## src/rtl/raf_pkg.sv

```systemverilog
// Shared types and codes for the rational fraction ALU.
`default_nettype none
package raf_pkg;

  localparam int IN_W  = 16;
  localparam int NUM_W = 33;
  localparam int DEN_W = 32;

  localparam logic [2:0] OP_ADD = 3'd0;
  localparam logic [2:0] OP_SUB = 3'd1;
  localparam logic [2:0] OP_MUL = 3'd2;
  localparam logic [2:0] OP_DIV = 3'd3;
  localparam logic [2:0] OP_CMP = 3'd4;

  typedef struct packed {
    logic [2:0]      operation;
    logic            left_sign;
    logic [IN_W-1:0] left_numerator;
    logic [IN_W-1:0] left_denominator;
    logic            right_sign;
    logic [IN_W-1:0] right_numerator;
    logic [IN_W-1:0] right_denominator;
  } in_t;

  typedef struct packed {
    logic             result_sign;
    logic [NUM_W-1:0] result_numerator;
    logic [DEN_W-1:0] result_denominator;
    logic             is_equal;
    logic             error;
  } out_t;

  // classified job handed from front to back
  typedef struct packed {
    logic [2:0]      operation;
    logic            bad_op;
    logic            err;
    logic            ls;
    logic [IN_W-1:0] ln;
    logic [IN_W-1:0] ld;
    logic            rs;
    logic [IN_W-1:0] rn;
    logic [IN_W-1:0] rd;
  } job_t;

  typedef enum logic [3:0] {
    BK_IDLE,
    BK_MUL,
    BK_SUM,
    BK_CHECK,
    BK_GCD,
    BK_DIVN,
    BK_DIVD,
    BK_NEXT,
    BK_DONE
  } bk_state_t;

endpackage
`default_nettype wire

```

## src/rtl/raf_front.sv

```systemverilog
// Front end: accepts commands, masks and classifies them, two-entry job queue.
`default_nettype none
module raf_front #(
  parameter int OPERAND_WIDTH = 16
) (
  input  wire logic          clk,
  input  wire logic          rst,
  input  wire logic          start,
  output logic               busy,
  input  wire raf_pkg::in_t  cmd,
  output logic               job_valid,
  input  wire logic          job_pop,
  output raf_pkg::job_t      job
);

  localparam int OW = (OPERAND_WIDTH < raf_pkg::IN_W) ? OPERAND_WIDTH : raf_pkg::IN_W;
  localparam logic [raf_pkg::IN_W-1:0] OPND_MASK =
    raf_pkg::IN_W'((33'd1 << OW) - 33'd1);

  raf_pkg::job_t q [2];
  raf_pkg::job_t job_in;
  logic          wp, rp;
  logic [1:0]    cnt;
  logic          push;

  assign push      = start && !busy;
  assign busy      = (cnt == 2'd2);
  assign job_valid = (cnt != 2'd0);
  assign job       = q[rp];

  always_comb begin
    job_in.operation = cmd.operation;
    job_in.ls        = cmd.left_sign;
    job_in.ln        = cmd.left_numerator & OPND_MASK;
    job_in.ld        = cmd.left_denominator & OPND_MASK;
    job_in.rs        = cmd.right_sign;
    job_in.rn        = cmd.right_numerator & OPND_MASK;
    job_in.rd        = cmd.right_denominator & OPND_MASK;
    job_in.bad_op    = (cmd.operation > raf_pkg::OP_CMP);
    job_in.err       = job_in.bad_op || (job_in.ld == '0) || (job_in.rd == '0) ||
                       ((cmd.operation == raf_pkg::OP_DIV) && (job_in.rn == '0));
  end

  always_ff @(posedge clk) begin
    if (push) begin
      q[wp] <= job_in;
    end
  end

  always_ff @(posedge clk) begin
    if (rst) begin
      wp  <= 1'b0;
      rp  <= 1'b0;
      cnt <= 2'd0;
    end else begin
      if (push) begin
        wp <= ~wp;
      end
      if (job_pop) begin
        rp <= ~rp;
      end
      case ({push, job_pop})
        2'b10:   cnt <= cnt + 2'd1;
        2'b01:   cnt <= cnt - 2'd1;
        default: cnt <= cnt;
      endcase
    end
  end

  a_no_pop_empty: assert property (@(posedge clk) disable iff (rst)
    job_pop |-> job_valid) else $error("pop from empty job queue");
  a_cnt_range: assert property (@(posedge clk) disable iff (rst)
    cnt != 2'd3) else $error("job queue count out of range");
  a_push_full: assert property (@(posedge clk) disable iff (rst)
    (cnt == 2'd2 && !job_pop) |=> (cnt == 2'd2)) else $error("full queue lost an entry");

endmodule
`default_nettype wire

```

## src/rtl/raf_back.sv

```systemverilog
// Back end: cross products, binary GCD and restoring divides, result register.
`default_nettype none
module raf_back #(
  parameter int OPERAND_WIDTH = 16
) (
  input  wire logic           clk,
  input  wire logic           rst,
  input  wire logic           job_valid,
  output logic                job_pop,
  input  wire raf_pkg::job_t  job,
  output logic                done,
  output raf_pkg::out_t       result
);

  localparam int OW  = (OPERAND_WIDTH < raf_pkg::IN_W) ? OPERAND_WIDTH : raf_pkg::IN_W;
  localparam int PRW = 2 * OW;
  localparam int PW  = 2 * OW + 1;
  localparam int CW  = $clog2(PW + 1);

  raf_pkg::bk_state_t state, state_next;
  raf_pkg::job_t      jb;
  raf_pkg::out_t      result_next;

  logic [PRW-1:0] p1, p2, pd;
  logic           s_sign [2];
  logic [PW-1:0]  s_num  [2];
  logic [PW-1:0]  s_den  [2];
  logic           slot;

  logic [PW-1:0]  ga, gb, g;
  logic [CW-1:0]  gk;
  logic [PW-1:0]  ga_next, gb_next;
  logic [CW-1:0]  gk_next;

  logic [PW-1:0]  dq, dr;
  logic [CW-1:0]  dcnt;
  logic [PW:0]    r_sh;
  logic [PW-1:0]  dq_next, dr_next;

  logic           rsx;
  logic [PW-1:0]  e1, e2;
  logic           gcd_done, div_last, eq;

  assign gcd_done = (ga == '0);
  assign div_last = (dcnt == CW'(PW - 1));
  assign rsx      = jb.rs ^ (jb.operation == raf_pkg::OP_SUB);
  assign e1       = PW'(p1);
  assign e2       = PW'(p2);

  // one binary GCD step
  always_comb begin
    ga_next = ga;
    gb_next = gb;
    gk_next = gk;
    if (!ga[0] && !gb[0]) begin
      ga_next = ga >> 1;
      gb_next = gb >> 1;
      gk_next = gk + CW'(1);
    end else if (!ga[0]) begin
      ga_next = ga >> 1;
    end else if (!gb[0]) begin
      gb_next = gb >> 1;
    end else if (ga >= gb) begin
      ga_next = (ga - gb) >> 1;
    end else begin
      gb_next = (gb - ga) >> 1;
    end
  end

  // one restoring divide step
  always_comb begin
    r_sh    = {dr, dq[PW-1]};
    dq_next = {dq[PW-2:0], 1'b0};
    dr_next = r_sh[PW-1:0];
    if (r_sh >= {1'b0, g}) begin
      dr_next    = PW'(r_sh - {1'b0, g});
      dq_next[0] = 1'b1;
    end
  end

  assign eq = ((s_num[0] == '0) && (s_num[1] == '0)) ||
              ((s_sign[0] == s_sign[1]) && (s_num[0] == s_num[1]) &&
               (s_den[0] == s_den[1]));

  always_comb begin
    result_next       = '0;
    result_next.error = jb.err;
    if (!jb.bad_op) begin
      if (jb.operation == raf_pkg::OP_CMP) begin
        result_next.is_equal = eq;
      end else begin
        result_next.result_sign        = s_sign[0];
        result_next.result_numerator   = raf_pkg::NUM_W'(s_num[0]);
        result_next.result_denominator = raf_pkg::DEN_W'(s_den[0]);
      end
    end
  end

  always_comb begin
    state_next = state;
    unique case (state)
      raf_pkg::BK_IDLE:  if (job_valid) state_next = job.bad_op ? raf_pkg::BK_DONE
                                                                : raf_pkg::BK_MUL;
      raf_pkg::BK_MUL:   state_next = (jb.operation == raf_pkg::OP_CMP) ? raf_pkg::BK_CHECK
                                                                       : raf_pkg::BK_SUM;
      raf_pkg::BK_SUM:   state_next = raf_pkg::BK_CHECK;
      raf_pkg::BK_CHECK: state_next = ((s_num[slot] == '0) || (s_den[slot] == '0))
                                      ? raf_pkg::BK_NEXT : raf_pkg::BK_GCD;
      raf_pkg::BK_GCD:   if (gcd_done) state_next = raf_pkg::BK_DIVN;
      raf_pkg::BK_DIVN:  if (div_last) state_next = raf_pkg::BK_DIVD;
      raf_pkg::BK_DIVD:  if (div_last) state_next = raf_pkg::BK_NEXT;
      raf_pkg::BK_NEXT:  state_next = ((jb.operation == raf_pkg::OP_CMP) && !slot)
                                      ? raf_pkg::BK_CHECK : raf_pkg::BK_DONE;
      raf_pkg::BK_DONE:  state_next = raf_pkg::BK_IDLE;
      default:           state_next = raf_pkg::BK_IDLE;
    endcase
  end

  always_comb begin
    job_pop = (state == raf_pkg::BK_IDLE) && job_valid;
  end

  always_ff @(posedge clk) begin
    if (rst) begin
      state <= raf_pkg::BK_IDLE;
      done  <= 1'b0;
    end else begin
      state <= state_next;
      done  <= (state == raf_pkg::BK_DONE);
    end
  end

  always_ff @(posedge clk) begin
    case (state)
      raf_pkg::BK_IDLE: begin
        jb   <= job;
        slot <= 1'b0;
      end
      raf_pkg::BK_MUL: begin
        if (jb.operation == raf_pkg::OP_CMP) begin
          s_sign[0] <= jb.ls;
          s_num[0]  <= PW'(jb.ln[OW-1:0]);
          s_den[0]  <= PW'(jb.ld[OW-1:0]);
          s_sign[1] <= jb.rs;
          s_num[1]  <= PW'(jb.rn[OW-1:0]);
          s_den[1]  <= PW'(jb.rd[OW-1:0]);
        end else if (jb.operation == raf_pkg::OP_MUL) begin
          p1 <= PRW'(jb.ln[OW-1:0]) * PRW'(jb.rn[OW-1:0]);
          pd <= PRW'(jb.ld[OW-1:0]) * PRW'(jb.rd[OW-1:0]);
        end else if (jb.operation == raf_pkg::OP_DIV) begin
          p1 <= PRW'(jb.ln[OW-1:0]) * PRW'(jb.rd[OW-1:0]);
          pd <= PRW'(jb.ld[OW-1:0]) * PRW'(jb.rn[OW-1:0]);
        end else begin
          p1 <= PRW'(jb.ln[OW-1:0]) * PRW'(jb.rd[OW-1:0]);
          p2 <= PRW'(jb.rn[OW-1:0]) * PRW'(jb.ld[OW-1:0]);
          pd <= PRW'(jb.ld[OW-1:0]) * PRW'(jb.rd[OW-1:0]);
        end
      end
      raf_pkg::BK_SUM: begin
        s_den[0] <= PW'(pd);
        if (jb.operation == raf_pkg::OP_MUL || jb.operation == raf_pkg::OP_DIV) begin
          s_num[0]  <= e1;
          s_sign[0] <= jb.ls ^ jb.rs;
        end else if (jb.ls == rsx) begin
          s_num[0]  <= e1 + e2;
          s_sign[0] <= jb.ls;
        end else if (p1 >= p2) begin
          s_num[0]  <= e1 - e2;
          s_sign[0] <= jb.ls;
        end else begin
          s_num[0]  <= e2 - e1;
          s_sign[0] <= rsx;
        end
      end
      raf_pkg::BK_CHECK: begin
        if (s_num[slot] == '0) begin
          s_sign[slot] <= 1'b0;
        end
        ga <= s_num[slot];
        gb <= s_den[slot];
        gk <= '0;
      end
      raf_pkg::BK_GCD: begin
        if (gcd_done) begin
          g    <= gb << gk;
          dq   <= s_num[slot];
          dr   <= '0;
          dcnt <= '0;
        end else begin
          ga <= ga_next;
          gb <= gb_next;
          gk <= gk_next;
        end
      end
      raf_pkg::BK_DIVN: begin
        if (div_last) begin
          s_num[slot] <= dq_next;
          dq          <= s_den[slot];
          dr          <= '0;
          dcnt        <= '0;
        end else begin
          dq   <= dq_next;
          dr   <= dr_next;
          dcnt <= dcnt + CW'(1);
        end
      end
      raf_pkg::BK_DIVD: begin
        if (div_last) begin
          s_den[slot] <= dq_next;
        end else begin
          dq   <= dq_next;
          dr   <= dr_next;
          dcnt <= dcnt + CW'(1);
        end
      end
      raf_pkg::BK_NEXT: begin
        slot <= 1'b1;
      end
      raf_pkg::BK_DONE: begin
        result <= result_next;
      end
      default: begin
      end
    endcase
  end

  a_gcd_b_nonzero: assert property (@(posedge clk) disable iff (rst)
    (state == raf_pkg::BK_GCD) |-> (gb != '0)) else $error("gcd operand went to zero");
  a_div_nonzero: assert property (@(posedge clk) disable iff (rst)
    (state == raf_pkg::BK_DIVN || state == raf_pkg::BK_DIVD) |-> (g != '0))
    else $error("divide by zero gcd");
  a_done_single: assert property (@(posedge clk) disable iff (rst)
    done |=> !done) else $error("result strobe held two cycles");
  a_pop_idle: assert property (@(posedge clk) disable iff (rst)
    job_pop |=> (state == raf_pkg::BK_MUL || state == raf_pkg::BK_DONE))
    else $error("job taken outside idle");

endmodule
`default_nettype wire

```

## src/rtl/rational_fraction_alu.sv

```systemverilog
// Top level of the rational fraction ALU.
//
// Command channel: drive cmd and raise start; the command transfers on a
// rising edge with start high and busy low. busy rises only when the
// two-entry job queue behind the front end is full.
// Result channel: done is high for exactly one cycle with result valid;
// the result transfers at the end of that cycle and cannot be held off.
// Operations: add, subtract, multiply, divide, equality compare. Results are
// reduced by their GCD; a zero numerator leaves the denominator as is and
// forces a positive sign. error flags a zero denominator, division by zero
// or an unknown operation code.
// Per command, with P = 2*min(OPERAND_WIDTH,16)+1 (33 by default): setup and
// product formation, a binary GCD loop, then two restoring divides of P
// quotient bits each, and then the result is registered. Compare runs the
// reduction twice. The back end works on one job at a time and its GCD
// and divider loops set the rate.
// Reset (rst, synchronous) empties the queue and returns the back end to idle.
`default_nettype none
module rational_fraction_alu #(
  parameter int OPERAND_WIDTH = 16
) (
  input  wire logic          clk,
  input  wire logic          rst,
  input  wire logic          start,
  output logic               busy,
  input  wire raf_pkg::in_t  cmd,
  output logic               done,
  output raf_pkg::out_t      result
);

  logic          job_valid;
  logic          job_pop;
  raf_pkg::job_t job;

  raf_front #(.OPERAND_WIDTH(OPERAND_WIDTH)) u_front (
    .clk       (clk),
    .rst       (rst),
    .start     (start),
    .busy      (busy),
    .cmd       (cmd),
    .job_valid (job_valid),
    .job_pop   (job_pop),
    .job       (job)
  );

  raf_back #(.OPERAND_WIDTH(OPERAND_WIDTH)) u_back (
    .clk       (clk),
    .rst       (rst),
    .job_valid (job_valid),
    .job_pop   (job_pop),
    .job       (job),
    .done      (done),
    .result    (result)
  );

endmodule
`default_nettype wire
```

## config.mk

```make
export PLATFORM = sky130hd
export DESIGN_NAME = rational_fraction_alu
export DESIGN_NICKNAME = d
export VERILOG_FILES = /design/src/rtl/raf_pkg.sv /design/src/rtl/raf_front.sv /design/src/rtl/raf_back.sv /design/src/rtl/rational_fraction_alu.sv
export SDC_FILE = /design/constraint.sdc
export NUM_CORES = 2
export LEC_CHECK = 0
export ABC_AREA = 0
export ABC_CLOCK_PERIOD_IN_PS = 14450
export BUFFER_PORTS_ARGS = -buffer_cell sky130_fd_sc_hd__buf_2
export CAP_MARGIN = 25
export CORE_MARGIN = 2
export CORE_UTILIZATION = 57
export CTS_CLUSTER_DIAMETER = 30
export DETAILED_ROUTE_END_ITERATION = 12
export PLACE_DENSITY_LB_ADDON = 0.08
export SLEW_MARGIN = 20
export SYNTH_ARGS = -nofsm -noshare
export SYNTH_HDL_FRONTEND = slang
export SYNTH_SLANG_ARGS = --single-unit
```

## constraint.sdc

```tcl
create_clock -name clk -period 14.45 [get_ports clk]
set_input_delay 1.445 -clock clk [delete_from_list [all_inputs] [get_ports clk]]
set_output_delay 1.445 -clock clk [all_outputs]
set_load 0.01 [all_outputs]
```

==> results.yml <==
outcome:
  run_status: "complete, no violations"
critical_path:
  timing.critical_path.mode_cell: "sky130_fd_sc_hd__fa_1"
  critical_path_arrival_ns: 7.61
  crit_path_max_incr_delay_ns: 0.56
  critical_path_required_ns: 14.97
  worstReg2RegStart: "u_back.jb[28]"
  crit_start: "u_back.jb[28]"
  slowest_stage: "sky130_fd_sc_hd__edfxtp_1"
  worst_reg2reg_path_endpoint: "u_back.p1[28]"
  critical_path.endpoint: "u_back.p1[28]"
  worst_setup_path_start_kind: "flip-flop"
  timing.reg2reg.setup_slack_ns: 7.37
  worstRegToRegCells: 23
  crit_type: "flip-flop to flip-flop"
  critPathMaxFanout: 26
  worstPathCellList: "buf_4 -> and2_1 -> fa_1 -> inv_1 -> fa_1 -> inv_1 -> fa_1 -> fa_1 -> fa_1 -> inv_1 -> fa_1 -> inv_1 -> ha_1 -> a21oi_1 -> nor2_1 -> or4_1 -> a221oi_1 -> a21oi_1 -> o41ai_2 -> nand2b_1 -> a21oi_1 -> xor2_1 -> mux2i_1"
  crit_path_end_kind: "flip-flop"
sta:
  period_needed_ns: 7.082
  timing.final.setup_violations: 0
  rsz0062_at_grt: "false"
  max_clock_freq_mhz: 141.2
  final-max-slew-violation-count: 0
  hold_viol: 0
  min_period_over_period_pct: 49.01
  slew-limit-headroom_pct: 29.04
  final.setup_skew_ns: 0.06410
  timing.setup.tns_ns: 0
  worst-slew-pin-transition_ns: 1.035
clock_tree:
  cts_max_path_buffers: 3
  cts_setup_buffers: 0
  tritoncts: "built"
  cts.root.buffer_cell: "sky130_fd_sc_hd__clkbuf_16"
  insertion_delay_ns: 0.85
  cts_repair_resize_count: 0
  tritoncts_num_sinks: 700
  clk_pin_slew_worst_paths_ns: 0.05
  cts.htree.levels: 4
  numCtsBuffers: 171
  holdBufCountCts: 0
synthesis:
  synth_compound_area_share_pct: 11.24
  yosys_warnings: 0
  synth.yosys.seq_area_share_pct: 27.59
  synth-adder-area-share_pct: 30.81
  ys_types: 98
  synth_xor_area_share_pct: 3.328
  synth-simple-area-share_pct: 14.87
  synthesis.instances: 7803
  synth_top_area_share_pct: 27.30
  async_reset_ff_share_pct: 0
  average_cell_area_after_synthesis_um2: 9.712
  synth_edf_count: 689
  synth.mux.area_fraction_pct: 4.334
  synth_top_cell_by_area: "sky130_fd_sc_hd__edfxtp_1"
  yosys_register_bits: 700
  leading_register_cell_type_out_of_synthesis: "sky130_fd_sc_hd__edfxtp_1"
  synth.cell_area_mm2: 0.07579
  syn_nets: 9272
  post_synth_main_area_contributors: "sky130_fd_sc_hd__edfxtp_1, sky130_fd_sc_hd__fa_1, sky130_fd_sc_hd__ha_1, sky130_fd_sc_hd__inv_1, sky130_fd_sc_hd__and2_1"
  synth_top_family_by_area: "adder cells"
finish:
  nNetsFinal: 9285
  layout_stage_area_growth_over_the_synthesis_result_pct: 11.26
  fillerInstances: 10981
  seq_cell_area_mm2: 0.02092
  multi_input_area_mm2: 0.04906
  finish.utilization_pct: 63.98
  drive_gt1_share_pct: 9.643
  mostFrequentLayoutCell: "sky130_fd_sc_hd__inv_1"
  mostFrequentLayoutCells: "sky130_fd_sc_hd__inv_1, sky130_fd_sc_hd__nand2_1, sky130_fd_sc_hd__fa_1, sky130_fd_sc_hd__edfxtp_1, sky130_fd_sc_hd__ha_1"
die:
  dieArea_mm2: 0.1359
  dieHeight_um: 368.6
  start_util_pct: 57.50
  floorplan.core_area_mm2: 0.1318
  ios: 142
  die_width_um: 368.6
  std_cell_rows: 133
global_routing:
  groute.usage.overall_pct: 36.18
  grt_start_max_net_pins: 95
  grt_first_pass_wirelength_um: 368300
  grt_pass1_vias: 59233
  global_route.overflow_total: 0
  grt_antenna_before_repair: 15
route:
  detail-route-antenna-nets: 0
  drt-initial-drc-count: 5827
  routed_wire_per_std_cell_um: 25.11
  remaining_drc_errors: 0
  dr_total_vias: 59364
  drtPass1Iterations: 8
  drt-vias-per-instance: 6.101
  wl_um: 244400
placement:
  globalplace.congestion: 1.014
  place.port_buffers: 141
  place.detailed.hpwl_um: 182100
hold_path:
  hold_path.class: "flip-flop to flip-flop"
  worstHoldPathCells: 0
job:
  max_cap_violations: 0
==> state kept, by name (all words and copies together) (netlist names), 2 cells and up, named ones only <==
signal,cells
u_back.dcnt,6
u_back.dq,33
u_back.dr,33
u_back.g,33
u_back.ga,33
u_back.gb,33
u_back.gk,6
u_back.jb,71
u_back.p1,32
u_back.p2,32
u_back.pd,32
u_back.result,68
u_back.s_den,66
u_back.s_num,66
u_back.s_sign,2
u_back.state,4
u_front.cnt,2
u_front.q,142
==> final cells by class <==
| class | count | area share, % |
|---|---|---|
| tap | 1755 | 2.604 |
| clock buffer | 191 | 5.199 |
| inverter | 1125 | 5.009 |
| timing repair buffer | 262 | 1.953 |
| antenna | 12 | 0.03561 |
| sequential | 700 | 24.81 |
| clock inverter | 130 | 2.217 |
| multi-input combinational | 5556 | 58.18 |
==> stage by stage <==
step	hold slack [ns]	setup slack, ns	cells	instance area (µm²)
floorplan	0.4003	6.085	7803	75790
global placement	0.4070	7.550	9396	77990
detailed placement	0.4146	7.472	9397	78010
CTS	0.4264	7.411	9718	84270
global route	0.4515	7.063	9719	84290
finish	0.4304	7.368	9731	84320
==> worst max-delay path: cells and delay by family, from the launching register on <==
family / cells / cell delay [ns]
flip-flops: 1 / 0.56
adder cells (fa/ha/maj): 7 / 3.26
AO/OA/AOI/OAI: 5 / 1.34
AND/OR/NAND/NOR: 4 / 0.86
XOR/XNOR: 1 / 0.16
multiplexers: 1 / 0.08
buffers and inverters: 5 / 0.54
==> how the worst min path moves through the flow <==
stage             startpoint               end  slack, ns
3_3_place_gp   u_back.jb[66]  u_back.result[0]       0.41
6_report       u_back.jb[66]  u_back.result[0]       0.43
3_5_place_dp   u_back.jb[66]  u_back.result[0]       0.41
5_1_grt        u_back.jb[66]  u_back.result[0]       0.45
2_1_floorplan  u_back.jb[66]  u_back.result[0]       0.40
4_1_cts        u_back.jb[66]  u_back.result[0]       0.43
==> cells in the mapped netlist, drive strengths merged (11+ instances only) <==
library cell     n
a2111oi         13
a211oi          47
a21o           134
a21oi          408
a221oi          61
a22oi           14
a311oi          17
a31oi           55
a41oi           13
and2           554
and3            63
buf             68
clkbuf         354
dfxtp           11
edfxtp         689
fa             782
ha             615
inv           1122
mux2           117
mux2i          138
mux4            26
nand2          901
nand2b          44
nand3           91
nand4           67
nor2           313
nor2b           47
nor3            77
nor4            61
o211ai          29
o21a            45
o21ai          216
o21bai          59
o221ai          45
o31ai           32
or2             11
or3             39
xnor2          173
xor2           115
==> logic make-up after synthesis <==
kind of cell / Yosys count
AO/OA/AOI/OAI: 1288
AND/OR/NAND/NOR: 2302
flip-flops: 700
adder cells (fa/ha/maj): 1397
buffers and inverters: 1547
multiplexers: 281
XOR/XNOR: 288
==> layer usage <==
layer | up-vias | track usage, % | wire, µm
met3 | 634 | 6.518 | 20560
met2 | 2799 | 56.42 | 111400
met1 | 29663 | 48.41 | 98000
met5 | - | 0 | 67
li1 | 26258 | - | -
met4 | 10 | 18.95 | 14320
Power is not shown: default switching activity piles up to over one toggle a cycle in this logic, so the estimate is an artifact.
